[config.mk]
export PLATFORM = sky130hd
export DESIGN_NAME = polynomial_multiply_top_flat
export DESIGN_NICKNAME = d
export VERILOG_FILES = /design/src/hdl/pm_pkg.sv /design/src/hdl/pm_in_if.sv /design/src/hdl/pm_out_if.sv /design/src/hdl/pm_ram.sv /design/src/hdl/pm_seq.sv /design/src/hdl/pm_mac.sv /design/src/hdl/polynomial_multiply_top.sv /design/src/flat_wrapper.sv
export VERILOG_INCLUDE_DIRS = /design/src /design/src/hdl
export SDC_FILE = /design/constraint.sdc
export NUM_CORES = 2
export LEC_CHECK = 0
export ABC_AREA = 1
export BUFFER_PORTS_ARGS = -buffer_cell sky130_fd_sc_hd__buf_2
export CORE_MARGIN = 1
export CORE_UTILIZATION = 61
export CTS_BUF_LIST = sky130_fd_sc_hd__clkbuf_4 sky130_fd_sc_hd__clkbuf_8
export DETAILED_ROUTE_END_ITERATION = 8
export PLACE_DENSITY_LB_ADDON = 0.25
export SYNTH_ARGS = -nofsm -noshare
export SYNTH_HDL_FRONTEND = slang
export SYNTH_HIERARCHICAL = 1
export SYNTH_SLANG_ARGS = --single-unit
[constraint.sdc]
create_clock -name clk -period 10.59 [get_ports clk]
set_input_delay 0 -clock clk [delete_from_list [all_inputs] [get_ports clk]]
set_output_delay 0 -clock clk [all_outputs]
set_load 0.02 [all_outputs]
[src/hdl/assert_macros.svh]
// assertion macros shared by the polynomial multiply rtl
// each macro expects clk and rst_n in the scope of its use
`ifndef ASSERT_MACROS_SVH
`define ASSERT_MACROS_SVH

// same-cycle implication, off while reset is held
`define PM_ASSERT_IMP(lbl, ante, cons, msg) \
  lbl: assert property (@(posedge clk) disable iff (!rst_n) (ante) |-> (cons)) \
    else $error(msg);

// next-cycle implication, off while reset is held
`define PM_ASSERT_NXT(lbl, ante, cons, msg) \
  lbl: assert property (@(posedge clk) disable iff (!rst_n) (ante) |=> (cons)) \
    else $error(msg);

`endif

[src/hdl/pm_pkg.sv]
// constants, command codes and shared structs of the polynomial multiplier
// no dependencies
`default_nettype none

package pm_pkg;

  // operand capacity and derived widths
  localparam int MAX_TERMS = 16;
  localparam int IDX_W     = $clog2(MAX_TERMS);
  localparam int CNT_W     = $clog2(MAX_TERMS + 1);
  localparam int POW_W     = 5;
  localparam int COEF_W    = 16;
  localparam int PROD_W    = 2 * COEF_W;
  localparam int TERM_W    = 32;
  localparam int SUM_W     = 37;

  // command codes
  localparam logic [1:0] CMD_LOAD_P = 2'd0;
  localparam logic [1:0] CMD_LOAD_Q = 2'd1;
  localparam logic [1:0] CMD_MULT   = 2'd2;

  // control tag that travels with each coefficient pair read
  typedef struct packed {
    logic             valid;
    logic             first;   // first pair of a term: restart the sum
    logic             last;    // last pair of a term: emit the sum
    logic             fin;     // term is the highest power
    logic             ovf;     // loads were dropped before this multiply
    logic             zero;    // an operand was empty
    logic [POW_W-1:0] power;
  } pm_tag_t;

  // operand memory access request from the sequencer
  typedef struct packed {
    logic              p_we;
    logic              q_we;
    logic [IDX_W-1:0]  waddr;
    logic [COEF_W-1:0] wdata;
    logic              re;
    logic [IDX_W-1:0]  p_raddr;
    logic [IDX_W-1:0]  q_raddr;
  } pm_mem_req_t;

  // datapath status back to the sequencer
  typedef struct packed {
    logic pipe_empty;
    logic out_free;
  } pm_mac_stat_t;

endpackage

`default_nettype wire

[src/hdl/pm_in_if.sv]
// input channel: command and coefficient word with valid/ready
// depends on pm_pkg
`default_nettype none

interface pm_in_if import pm_pkg::*; ();
  logic              valid;
  logic              ready;
  logic [1:0]        command;
  logic signed [COEF_W-1:0] coefficient;

  modport source (output valid, output command, output coefficient, input ready);
  modport sink   (input valid, input command, input coefficient, output ready);
endinterface

`default_nettype wire

[src/hdl/pm_out_if.sv]
// result channel: one product term word with valid/ready
// depends on pm_pkg
`default_nettype none

interface pm_out_if import pm_pkg::*; ();
  logic                     valid;
  logic                     ready;
  logic [POW_W-1:0]         power;
  logic signed [TERM_W-1:0] product_term;
  logic                     last_term;
  logic                     overflow;

  modport source (output valid, output power, output product_term, output last_term,
                  output overflow, input ready);
  modport sink   (input valid, input power, input product_term, input last_term,
                  input overflow, output ready);
endinterface

`default_nettype wire

[src/hdl/pm_ram.sv]
// generic single-write, single-read synchronous ram, registered read data
// no dependencies
`default_nettype none

module pm_ram #(
  parameter int WIDTH = 16,
  parameter int DEPTH = 16
) (
  input  wire logic                     clk,
  input  wire logic                     we,
  input  wire logic [$clog2(DEPTH)-1:0] waddr,
  input  wire logic [WIDTH-1:0]         wdata,
  input  wire logic                     re,
  input  wire logic [$clog2(DEPTH)-1:0] raddr,
  output logic      [WIDTH-1:0]         rdata
);

  logic [WIDTH-1:0] mem_r [DEPTH];
  logic [WIDTH-1:0] rdata_r;

  // write port
  always_ff @(posedge clk) begin
    if (we) begin
      mem_r[waddr] <= wdata;
    end
  end

  // read port, registered read data
  always_ff @(posedge clk) begin
    if (re) begin
      rdata_r <= mem_r[raddr];
    end
  end

  assign rdata = rdata_r;

endmodule

`default_nettype wire

[src/hdl/pm_seq.sv]
// sequencer: load handling, operand counts and the convolution address walk
// depends on pm_pkg, pm_in_if, assert_macros.svh
`default_nettype none
`include "assert_macros.svh"

module pm_seq import pm_pkg::*; (
  input  wire logic   clk,
  input  wire logic   rst_n,
  pm_in_if.sink       in_chan,
  input  wire pm_mac_stat_t mac_stat,
  output pm_mem_req_t  mem_req,
  output pm_tag_t      tag
);

  typedef enum logic [3:0] {
    S_IDLE  = 4'b0001,
    S_START = 4'b0010,
    S_ISSUE = 4'b0100,
    S_WAIT  = 4'b1000
  } seq_state_t;

  seq_state_t       state_r, state_nxt;
  logic [CNT_W-1:0] p_cnt_r, p_cnt_nxt;
  logic [CNT_W-1:0] q_cnt_r, q_cnt_nxt;
  logic             drop_r, drop_nxt;
  logic [CNT_W-1:0] lp_r, lp_nxt;
  logic [CNT_W-1:0] lq_r, lq_nxt;
  logic [POW_W-1:0] kmax_r, kmax_nxt;
  logic [POW_W-1:0] k_r, k_nxt;
  logic [POW_W-1:0] i_r, i_nxt;
  logic [POW_W-1:0] ihi_r, ihi_nxt;
  logic             first_r, first_nxt;
  logic             done_r, done_nxt;
  logic             ovf_r, ovf_nxt;
  logic             zero_r, zero_nxt;

  logic             accept;
  logic [POW_W-1:0] lp_w, lq_w;
  logic [POW_W-1:0] j_w;
  logic             last_pair;
  logic [CNT_W:0]   kmax_sum;

  assign in_chan.ready = (state_r == S_IDLE);
  assign accept        = in_chan.valid && in_chan.ready;
  assign lp_w          = POW_W'(lp_r);
  assign lq_w          = POW_W'(lq_r);
  assign j_w           = k_r - i_r;
  assign last_pair     = (i_r == ihi_r);

  // operand lengths with an empty operand counted as one zero term
  always_comb begin
    lp_nxt   = (p_cnt_r == '0) ? CNT_W'(1) : p_cnt_r;
    lq_nxt   = (q_cnt_r == '0) ? CNT_W'(1) : q_cnt_r;
    kmax_sum = {1'b0, lp_nxt} + {1'b0, lq_nxt} - (CNT_W + 1)'(2);
  end

  // next state and sequencing
  always_comb begin
    state_nxt = state_r;
    p_cnt_nxt = p_cnt_r;
    q_cnt_nxt = q_cnt_r;
    drop_nxt  = drop_r;
    kmax_nxt  = kmax_r;
    k_nxt     = k_r;
    i_nxt     = i_r;
    ihi_nxt   = ihi_r;
    first_nxt = first_r;
    done_nxt  = done_r;
    ovf_nxt   = ovf_r;
    zero_nxt  = zero_r;

    mem_req         = '0;
    mem_req.waddr   = p_cnt_r[IDX_W-1:0];
    mem_req.wdata   = in_chan.coefficient;
    mem_req.p_raddr = i_r[IDX_W-1:0];
    mem_req.q_raddr = j_w[IDX_W-1:0];

    tag       = '0;
    tag.first = first_r;
    tag.last  = last_pair;
    tag.fin   = (k_r == kmax_r);
    tag.ovf   = ovf_r;
    tag.zero  = zero_r;
    tag.power = k_r;

    unique case (state_r)
      S_IDLE: begin
        if (accept) begin
          case (in_chan.command)
            CMD_LOAD_P: begin
              if (p_cnt_r < CNT_W'(MAX_TERMS)) begin
                mem_req.p_we = 1'b1;
                p_cnt_nxt    = p_cnt_r + CNT_W'(1);
              end else begin
                drop_nxt = 1'b1;
              end
            end
            CMD_LOAD_Q: begin
              mem_req.waddr = q_cnt_r[IDX_W-1:0];
              if (q_cnt_r < CNT_W'(MAX_TERMS)) begin
                mem_req.q_we = 1'b1;
                q_cnt_nxt    = q_cnt_r + CNT_W'(1);
              end else begin
                drop_nxt = 1'b1;
              end
            end
            CMD_MULT: begin
              kmax_nxt  = kmax_sum[POW_W-1:0];
              zero_nxt  = (p_cnt_r == '0) || (q_cnt_r == '0);
              ovf_nxt   = drop_r;
              k_nxt     = '0;
              done_nxt  = 1'b0;
              p_cnt_nxt = '0;
              q_cnt_nxt = '0;
              drop_nxt  = 1'b0;
              state_nxt = S_START;
            end
            default: begin
            end
          endcase
        end
      end
      // index range of the first operand for term k
      S_START: begin
        i_nxt     = (k_r >= lq_w) ? (k_r - lq_w + POW_W'(1)) : '0;
        ihi_nxt   = (k_r < lp_w) ? k_r : (lp_w - POW_W'(1));
        first_nxt = 1'b1;
        state_nxt = S_ISSUE;
      end
      // one coefficient pair read per cycle
      S_ISSUE: begin
        mem_req.re = 1'b1;
        tag.valid  = 1'b1;
        first_nxt  = 1'b0;
        if (last_pair) begin
          done_nxt  = (k_r == kmax_r);
          k_nxt     = k_r + POW_W'(1);
          state_nxt = S_WAIT;
        end else begin
          i_nxt = i_r + POW_W'(1);
        end
      end
      // term drains and its output word is taken before the next one starts
      S_WAIT: begin
        if (mac_stat.pipe_empty && mac_stat.out_free) begin
          state_nxt = done_r ? S_IDLE : S_START;
        end
      end
      default: begin
        state_nxt = S_IDLE;
      end
    endcase
  end

  // control registers
  always_ff @(posedge clk) begin
    if (!rst_n) begin
      state_r <= S_IDLE;
      p_cnt_r <= '0;
      q_cnt_r <= '0;
      drop_r  <= 1'b0;
      done_r  <= 1'b0;
    end else begin
      state_r <= state_nxt;
      p_cnt_r <= p_cnt_nxt;
      q_cnt_r <= q_cnt_nxt;
      drop_r  <= drop_nxt;
      done_r  <= done_nxt;
    end
  end

  // walk registers, loaded before use
  always_ff @(posedge clk) begin
    lp_r    <= (state_r == S_IDLE) ? lp_nxt : lp_r;
    lq_r    <= (state_r == S_IDLE) ? lq_nxt : lq_r;
    kmax_r  <= kmax_nxt;
    k_r     <= k_nxt;
    i_r     <= i_nxt;
    ihi_r   <= ihi_nxt;
    first_r <= first_nxt;
    ovf_r   <= ovf_nxt;
    zero_r  <= zero_nxt;
  end

  `PM_ASSERT_IMP(a_rd_in_range, mem_req.re, (lp_w > i_r) && (lq_w > j_w), "read beyond operand")
  `PM_ASSERT_IMP(a_cnt_cap, 1'b1, (p_cnt_r <= CNT_W'(MAX_TERMS)) && (q_cnt_r <= CNT_W'(MAX_TERMS)), "count over capacity")
  `PM_ASSERT_NXT(a_mult_clears, accept && (in_chan.command == CMD_MULT), (p_cnt_r == '0) && (q_cnt_r == '0) && !drop_r, "multiply did not clear operands")

endmodule

`default_nettype wire

[src/hdl/pm_mac.sv]
// multiply-accumulate datapath with saturation and the output register
// depends on pm_pkg, pm_out_if, assert_macros.svh
`default_nettype none
`include "assert_macros.svh"

module pm_mac import pm_pkg::*; (
  input  wire logic              clk,
  input  wire logic              rst_n,
  input  wire pm_tag_t           tag,
  input  wire logic [COEF_W-1:0] p_rdata,
  input  wire logic [COEF_W-1:0] q_rdata,
  output pm_mac_stat_t           mac_stat,
  pm_out_if.source               out_chan
);

  pm_tag_t                  tag1_r, tag2_r;
  logic signed [PROD_W-1:0] prod_r;
  logic signed [SUM_W-1:0]  acc_r;
  logic signed [COEF_W-1:0] p_val, q_val;
  logic signed [PROD_W-1:0] prod_nxt;
  logic signed [SUM_W-1:0]  sum_nxt;
  logic [SUM_W-TERM_W:0]    sum_hi;
  logic [TERM_W-1:0]        sat_nxt;

  logic                     out_valid_r, out_valid_nxt;
  logic [POW_W-1:0]         power_r;
  logic [TERM_W-1:0]        term_r;
  logic                     last_r;
  logic                     ovf_r;
  logic                     emit;

  // empty operand reads as zero
  assign p_val    = tag1_r.zero ? '0 : $signed(p_rdata);
  assign q_val    = tag1_r.zero ? '0 : $signed(q_rdata);
  assign prod_nxt = p_val * q_val;

  // accumulate and saturate to 32 bits
  always_comb begin
    sum_nxt = (tag2_r.first ? '0 : acc_r) +
              {{(SUM_W - PROD_W){prod_r[PROD_W-1]}}, prod_r};
    sum_hi  = sum_nxt[SUM_W-1:TERM_W-1];
    if ((sum_hi == '0) || (sum_hi == '1)) begin
      sat_nxt = sum_nxt[TERM_W-1:0];
    end else if (sum_nxt[SUM_W-1]) begin
      sat_nxt = {1'b1, {(TERM_W - 1){1'b0}}};
    end else begin
      sat_nxt = {1'b0, {(TERM_W - 1){1'b1}}};
    end
  end

  assign emit = tag2_r.valid && tag2_r.last;

  // output word valid
  always_comb begin
    out_valid_nxt = out_valid_r;
    if (out_valid_r && out_chan.ready) begin
      out_valid_nxt = 1'b0;
    end
    if (emit) begin
      out_valid_nxt = 1'b1;
    end
  end

  // pipeline tags and sum
  always_ff @(posedge clk) begin
    if (!rst_n) begin
      tag1_r      <= '0;
      tag2_r      <= '0;
      acc_r       <= '0;
      out_valid_r <= 1'b0;
    end else begin
      tag1_r      <= tag;
      tag2_r      <= tag1_r;
      out_valid_r <= out_valid_nxt;
      if (tag2_r.valid) begin
        acc_r <= sum_nxt;
      end
    end
  end

  // product and output payload
  always_ff @(posedge clk) begin
    prod_r <= prod_nxt;
    if (emit) begin
      power_r <= tag2_r.power;
      term_r  <= sat_nxt;
      last_r  <= tag2_r.fin;
      ovf_r   <= tag2_r.ovf;
    end
  end

  assign out_chan.valid        = out_valid_r;
  assign out_chan.power        = power_r;
  assign out_chan.product_term = $signed(term_r);
  assign out_chan.last_term    = last_r;
  assign out_chan.overflow     = ovf_r;

  assign mac_stat.pipe_empty = !tag1_r.valid && !tag2_r.valid;
  assign mac_stat.out_free   = !out_valid_r;

  `PM_ASSERT_IMP(a_emit_free, emit, !out_valid_r, "term overwrites pending output word")

endmodule

`default_nettype wire

[src/hdl/polynomial_multiply_top.sv]
// Polynomial multiplier by discrete convolution, top level.
// Input channel in_chan carries a command and a signed Q8.8 coefficient:
//   load first operand, load second operand, or multiply and emit.
// Up to 16 terms per operand are kept in two operand rams, further loads
//   are dropped and flagged as overflow.
// A multiply emits the product on out_chan, lowest power first, one word per
//   power with signed Q16.16 term, last_term on the highest power and the
//   overflow flag. Both operands and the flag are cleared by the multiply.
// Term k reads n_k coefficient pairs, one pair per cycle from the two ram
//   read ports; a term passes bound setup, the ram reads, multiply and
//   accumulate before its word is ready, and the next term starts
//   once that word has been taken. in_chan is not ready from multiply until
//   the last word has left.
// A stalled receiver holds the current word and pauses the address walk.
// Reset clears counts, the overflow flag and all control; ram contents are
//   not cleared, reads stay within the loaded entries or are masked to zero.
// depends on pm_pkg, pm_in_if, pm_out_if, pm_ram, pm_seq, pm_mac
`default_nettype none

module polynomial_multiply_top import pm_pkg::*; (
  input  wire logic clk,
  input  wire logic rst_n,
  pm_in_if.sink     in_chan,
  pm_out_if.source  out_chan
);

  pm_mem_req_t       mem_req;
  pm_tag_t           tag;
  pm_mac_stat_t      mac_stat;
  logic [COEF_W-1:0] p_rdata;
  logic [COEF_W-1:0] q_rdata;

  // load handling and address walk
  pm_seq u_seq (
    .clk      (clk),
    .rst_n    (rst_n),
    .in_chan  (in_chan),
    .mac_stat (mac_stat),
    .mem_req  (mem_req),
    .tag      (tag)
  );

  // first operand store
  pm_ram #(.WIDTH(COEF_W), .DEPTH(MAX_TERMS)) u_p_ram (
    .clk   (clk),
    .we    (mem_req.p_we),
    .waddr (mem_req.waddr),
    .wdata (mem_req.wdata),
    .re    (mem_req.re),
    .raddr (mem_req.p_raddr),
    .rdata (p_rdata)
  );

  // second operand store
  pm_ram #(.WIDTH(COEF_W), .DEPTH(MAX_TERMS)) u_q_ram (
    .clk   (clk),
    .we    (mem_req.q_we),
    .waddr (mem_req.waddr),
    .wdata (mem_req.wdata),
    .re    (mem_req.re),
    .raddr (mem_req.q_raddr),
    .rdata (q_rdata)
  );

  // multiply-accumulate and output word
  pm_mac u_mac (
    .clk      (clk),
    .rst_n    (rst_n),
    .tag      (tag),
    .p_rdata  (p_rdata),
    .q_rdata  (q_rdata),
    .mac_stat (mac_stat),
    .out_chan (out_chan)
  );

endmodule

`default_nettype wire

[src/flat_wrapper.sv]
// flat-port wrapper written by rule: the top's interface ports become plain ports
module polynomial_multiply_top_flat import pm_pkg::*;
  (clk, rst_n, in_chan_valid, in_chan_command, in_chan_coefficient, in_chan_ready, out_chan_valid, out_chan_power, out_chan_product_term, out_chan_last_term, out_chan_overflow, out_chan_ready);
  pm_in_if in_chan_i ();
  pm_out_if out_chan_i ();
  input  wire logic clk;
  input  wire logic rst_n;
  input wire logic [$bits(in_chan_i.valid)-1:0] in_chan_valid;
  input wire logic [$bits(in_chan_i.command)-1:0] in_chan_command;
  input wire logic [$bits(in_chan_i.coefficient)-1:0] in_chan_coefficient;
  output wire logic [$bits(in_chan_i.ready)-1:0] in_chan_ready;
  output wire logic [$bits(out_chan_i.valid)-1:0] out_chan_valid;
  output wire logic [$bits(out_chan_i.power)-1:0] out_chan_power;
  output wire logic [$bits(out_chan_i.product_term)-1:0] out_chan_product_term;
  output wire logic [$bits(out_chan_i.last_term)-1:0] out_chan_last_term;
  output wire logic [$bits(out_chan_i.overflow)-1:0] out_chan_overflow;
  input wire logic [$bits(out_chan_i.ready)-1:0] out_chan_ready;
  assign in_chan_i.valid = in_chan_valid;
  assign in_chan_i.command = in_chan_command;
  assign in_chan_i.coefficient = in_chan_coefficient;
  assign in_chan_ready = in_chan_i.ready;
  assign out_chan_valid = out_chan_i.valid;
  assign out_chan_power = out_chan_i.power;
  assign out_chan_product_term = out_chan_i.product_term;
  assign out_chan_last_term = out_chan_i.last_term;
  assign out_chan_overflow = out_chan_i.overflow;
  assign out_chan_i.ready = out_chan_ready;
  polynomial_multiply_top u_core (.clk(clk), .rst_n(rst_n), .in_chan(in_chan_i), .out_chan(out_chan_i));
endmodule
**Word-level counts from Yosys, hierarchy flattened**

Memories as Yosys holds them, arrays and structs flattened. A register that Yosys moved wholly into a read port is not among the register bits.
Index checks and enable logic that the tools add are counted.
W data, S select, Z words.

- $add $sub $neg: 11
- $mul: 1
- $lt $le $gt $ge: 4
- Equal/unequal tests: 18
- Multiplexer cells: 46
- Reductions and logical operators: 27

Operators by type and width:

| kind | number |
|---|---|
| $mux W32 | 2 |
| $mux W5 | 11 |
| $pmux W5 S2 | 4 |
| $add A37 B37 Y37 | 1 |
| $mux W37 | 1 |
| $mul A16 B16 Y32 | 1 |
| $mux W16 | 2 |
| $add A5 B1 Y5 const B | 5 |
| $mux W4 | 4 |
| $pmux W4 S4 | 1 |
| $reduce_and A4 Y1 | 4 |
| $mux W1 | 15 |
| $ne A2 B2 Y1 const B | 7 |
| $mux W6 | 2 |
| $eq A5 B5 Y1 | 2 |
| $logic_not A5 Y1 | 2 |
| $lt A5 B5 Y1 const B | 2 |
| $reduce_bool A2 Y1 | 5 |
| $eq A6 B6 Y1 const B | 1 |
| $logic_not A6 Y1 | 1 |
| $add A5 B5 Y5 | 1 |
| $ge A5 B5 Y1 | 1 |
| $logic_and A1 B1 Y1 | 5 |
| $lt A5 B5 Y1 | 1 |
| other kinds (21) | 26 |

- Flip-flop bits (word level): 179
- RAM bits: 512
- Input port bits: 22
- Output and inout bits: 41
- Logic and storage cells: 143
- Memories: 2

Memories:

| memory | depth | width | rd ports | clocked after Yosys merged registers in | wr ports | line | RTL |
|---|---|---|---|---|---|---|---|
| u_core.u_p_ram.mem_r | 16 | 16 | 1 | 1 | 1 | pm_ram.sv:18 | `logic [WIDTH-1:0] mem_r [DEPTH];` |
| u_core.u_q_ram.mem_r | 16 | 16 | 1 | 1 | 1 | pm_ram.sv:18 |  |

**Longest topological paths before layout**

- Word-level depth: 7
- Depth in mapped cells: 32
- Mapped depth without buffers: 31

**Modules after synthesis**

The synthesis kept the hierarchy.

Modules (own cells, without submodules):

| module | times used | cells each | area each (um^2) | sequential area each (um^2) |
|---|---|---|---|---|
| pm_ram | 2 | 1074 | 11541.1 | 8167.8 |
| pm_mac | 1 | 2211 | 16936.2 | 2992.9 |
| pm_seq | 1 | 414 | 3389.5 | 1311.3 |

**Worst setup path after synthesis**

No wires, ideal clock.

- Path kind: reg2reg
- Start: reg u_core/u_mac/tag1_r[5] in the netlist's numbering
- End: reg u_core.u_mac.prod_r[31]
- Library setup time: 0.072 ns
- Data arrival time: 5.805 ns
- Path slack: 4.713 ns
- Cell stages (with the launch flop): 23
- Buffers on the path: 1
- Clock period less this slack: 5.877 ns
- Path through: dfxtp_1 > clkbuf_1 > nor2_1 > clkinv_1 > nor2_1 > fa_1 > fa_1 > fa_1 > fa_1 > fa_1 > fa_1 > ha_1 > nand2_1 > nor3_1 > nand4_1 > nand3_1 > nand2_1 > nand2_1 > nand2_1 > nand2_1 > nand2_1 > nand2_1 > xor2_1

- Cells in the longest elaborated chain, start to end: 2

RTL lines:

| element | line | RTL |
|---|---|---|
| start, declared | pm_mac.sv:16 | `pm_tag_t tag1_r, tag2_r;` |
| start signal, assigned | pm_mac.sv:72 | `tag1_r <= tag;` |
| $mux W16, on equally long branches | pm_mac.sv:33, pm_mac.sv:34 |  |
| $mul A16 B16 Y32 * | pm_mac.sv:35 | `assign prod_nxt = p_val * q_val;` |
| named net u_core.u_mac.prod_nxt[31] | pm_mac.sv:20 | `logic signed [PROD_W-1:0] prod_nxt;` |
| end signal, assigned | pm_mac.sv:83 | `prod_r <= prod_nxt;` |
| end, declared | pm_mac.sv:17 | `logic signed [PROD_W-1:0] prod_r;` |

The timed path passes the listed nets; every way through them passes the cells marked *.
A chain may end at the register's enable or synchronous reset.

**Worst setup path in the final report**

- Start: reg u_core/u_mac/tag1_r[5] in the netlist's numbering
- End: reg u_core.u_mac.prod_r[28]

The elaborated chain is that of the path after synthesis.

==> impl_metrics.json <==
{
  "power_w": 0.00750,
  "grt_usage_pct": 29.5,
  "synth_nets": 5211,
  "outcome": "finished, final reports clean",
  "wl_per_cell_um": 17.6,
  "fin_nets": 5283,
  "rsz0062_at_grt": "false",
  "postRouteAntennaNets": 0,
  "dieArea_um2": 72200,
  "h-tree-depth": 3,
  "slew-limit-headroom_pct": 24.6,
  "dp_hpwl_um": 70100,
  "required_ns": 11.16,
  "hold_path.class": "in2reg",
  "setup_viol": 0,
  "tightest_slew_ns": 1.12,
  "syn_area_per_cell_um2": 9.09,
  "path_class": "reg2reg",
  "cpMaxStageDelayCell": "dfxtp_1",
  "period_share_pct": 65.7,
  "drt_iter0_drc": 2819,
  "skew_ns": 0.0840,
  "powerDensity_nw_per_um2": 161,
  "start_util_pct": 61.8,
  "antenna_found_initial": 2,
  "fp.dieH_um": 269,
  "insertion_delay_ns": 0.77,
  "final_hold_viol_count": 0,
  "overflow": 0,
  "reg2reg_depth": 24,
  "syn-cell-area_um2": 43400,
  "cp_max_fo": 29,
  "viasPerCell": 5.27,
  "synth.area.top_cells": "edfxtp_1 43%, fa_1 12%, nand2_1 11%, inv_1 8.9%, nand3_1 5.1%",
  "die_w_um": 269,
  "worstPathCellList": "inv_1, nand2_1, inv_1, nand2_1, fa_1, fa_1, inv_1, fa_1, fa_1, fa_1, inv_1, fa_1, inv_1, ha_1, nand2_1, inv_1, nand2_1, nor3_1, nand4_1, nand3_1, nand2_1, o211ai_1, a21oi_1, xor2_1",
  "max_cap_violations": 0,
  "vias": 30987,
  "ys_types": 44,
  "clock_sinks": 723,
  "drive_gt1_share_pct": 6.85,
  "num_rows": 97,
  "setup_tns_ns": 0,
  "synth_top_area_share_pct": 42.6,
  "cp-end-kind": "flop",
  "drc": 0,
  "gp_congestion": 0.974,
  "mostFrequentLayoutCells": "1251 x nand2_1, 1024 x inv_1, 616 x edfxtp_1",
  "grt_pass1_wl_um": 162000,
  "cts.path.max_buffers": 3,
  "slew_viol_final": 0,
  "peakVddDrop_uv": 169,
  "area_growth_pct": 7.62,
  "netlist_instances": 4773,
  "drt-pass1-iter-count": 8,
  "synth_top_cell_by_area": "edfxtp_1",
  "ys_seq_area_share_pct": 47.5,
  "p_leak_nw": 22.2,
  "clk_pin_slew_ns": 0.06,
  "grt_start_max_net_pins": 91,
  "cts_root_buffer": "clkbuf_8",
  "portBuffers": 62,
  "grt_pass1_vias": 30253,
  "ys_warn_count": 6,
  "cp.arrival_ns": 7.53,
  "max_freq_mhz": 144,
  "worstSetupStartpointType": "flop",
  "io_pins": 63,
  "drt-total-wl_um": 103000,
  "coreArea_um2": 70300,
  "layout_commonest_cell": "nand2_1",
  "post-route-min-period_ns": 6.96,
  "cts_buffers": 110,
  "cpPeakStageDelay_ns": 1.02,
  "synth_seq_cells": 723,
  "tritoncts": "built",
  "hold_depth": 5,
  "ctsResizeCount": 0
}
-- cells in the mapped netlist, drive strengths merged --
| cell type | count |
|---|---|
| a211oi | 2 |
| a21boi | 1 |
| a21o | 4 |
| a21oi | 115 |
| a31o | 1 |
| a31oi | 1 |
| and2 | 2 |
| buf | 116 |
| clkbuf | 62 |
| clkinv | 8 |
| dfxtp | 107 |
| edfxtp | 616 |
| fa | 267 |
| ha | 149 |
| inv | 1043 |
| nand2 | 1257 |
| nand3 | 444 |
| nand3b | 4 |
| nand4 | 22 |
| nor2 | 358 |
| nor3 | 16 |
| nor3b | 1 |
| nor4 | 3 |
| o211ai | 6 |
| o21a | 1 |
| o21ai | 71 |
| o21bai | 10 |
| o221ai | 1 |
| or2 | 2 |
| xnor2 | 24 |
| xor2 | 59 |
-- per-stage QoR --
step	cells	worst slack (ns)	cell area [um2]	hold slack (ns)	utilization [%]
floorplan	4773	4.71	43400	0.0845	-
detailed placement	5648	3.78	44200	0.311	63.0
global route	5878	3.22	46700	0.131	66.5
finish	5879	3.63	46700	0.158	66.5
global placement	5648	3.96	44200	0.284	63.0
CTS	5877	3.73	46700	0.0911	66.5
-- registers in the layout, summed over array words and instances, names as in the netlist, 10 cells and up --
register / flops
u_core/u_p_ram/mem_r: 256
u_core/u_q_ram/mem_r: 256
u_core/u_mac/acc_r: 37
u_core/u_mac/out_chan.product_term: 32
u_core/u_mac/prod_r: 32
u_core/u_p_ram/rdata: 16
u_core/u_q_ram/rdata: 16
u_core/u_mac/tag1_r: 11
u_core/u_mac/tag2_r: 10
-- power by group --
group          switching (W)  internal (W)
Sequential         0.0000527       0.00323
Clock                0.00109       0.00118
Combinational        0.00130      0.000650
Total                0.00244       0.00506
-- area by class of cell --
type / count / area [um2]
fillers: 5565 / 23600
clock buffers: 153 / 1860
clock inverters: 51 / 352
repair buffers: 138 / 943
multi-input cells: 2821 / 17800
inverters: 1051 / 3950
diodes: 2 / 5.00
flip-flops and latches: 723 / 20600
well taps: 940 / 1180
-- critical path: cells and delay by family (launching register included) --
family,cells,cell delay [ns]
xor+xnor,1,0.16
compound gates,2,0.30
buf+inv,6,0.55
fa+ha+maj,7,3.34
simple gates,8,1.42
flops,1,1.02
-- worst paths after layout --
kind	slack [ns]	to	start
max	3.63	u_core/u_mac/prod_r[28]$_DFF_P_	u_core/u_mac/tag1_r[5]$_SDFF_PN0_
min	0.16	u_core/u_mac/out_chan.valid$_SDFFE_PN0P_	out_chan_ready
max reg2reg	3.63	u_core/u_mac/prod_r[28]$_DFF_P_	u_core/u_mac/tag1_r[5]$_SDFF_PN0_
min reg2reg	0.40	u_core/u_mac/out_chan.power[3]$_DFFE_PP_	u_core/u_mac/tag2_r[3]$_SDFF_PN0_
-- metal layers --
metal	routed length [um]	GRT usage [%]	share of wire, %
met2	49400	48.3	48
met4	4410	13.0	4.3
met3	7870	4.63	7.6
met5	14	0	0.014
met1	41500	39.0	40
-- cells by family after synthesis --
family	Yosys count	synth area share, %
adder cells (fa/ha/maj)	416	16.6
AO/OA/AOI/OAI	213	2.65
XOR/XNOR	83	1.67
buffers and inverters	1229	11.5
AND/OR/NAND/NOR	2109	20.0
flip-flops	723	47.5
-- timing repair --
action | in CTS | in global routing
endpoints found under the hold margin | 565 | 0
hold buffers | 25 | 0
buffers inserted | 0 | 0
No activity file was read; power rests on OpenSTA's default activity.
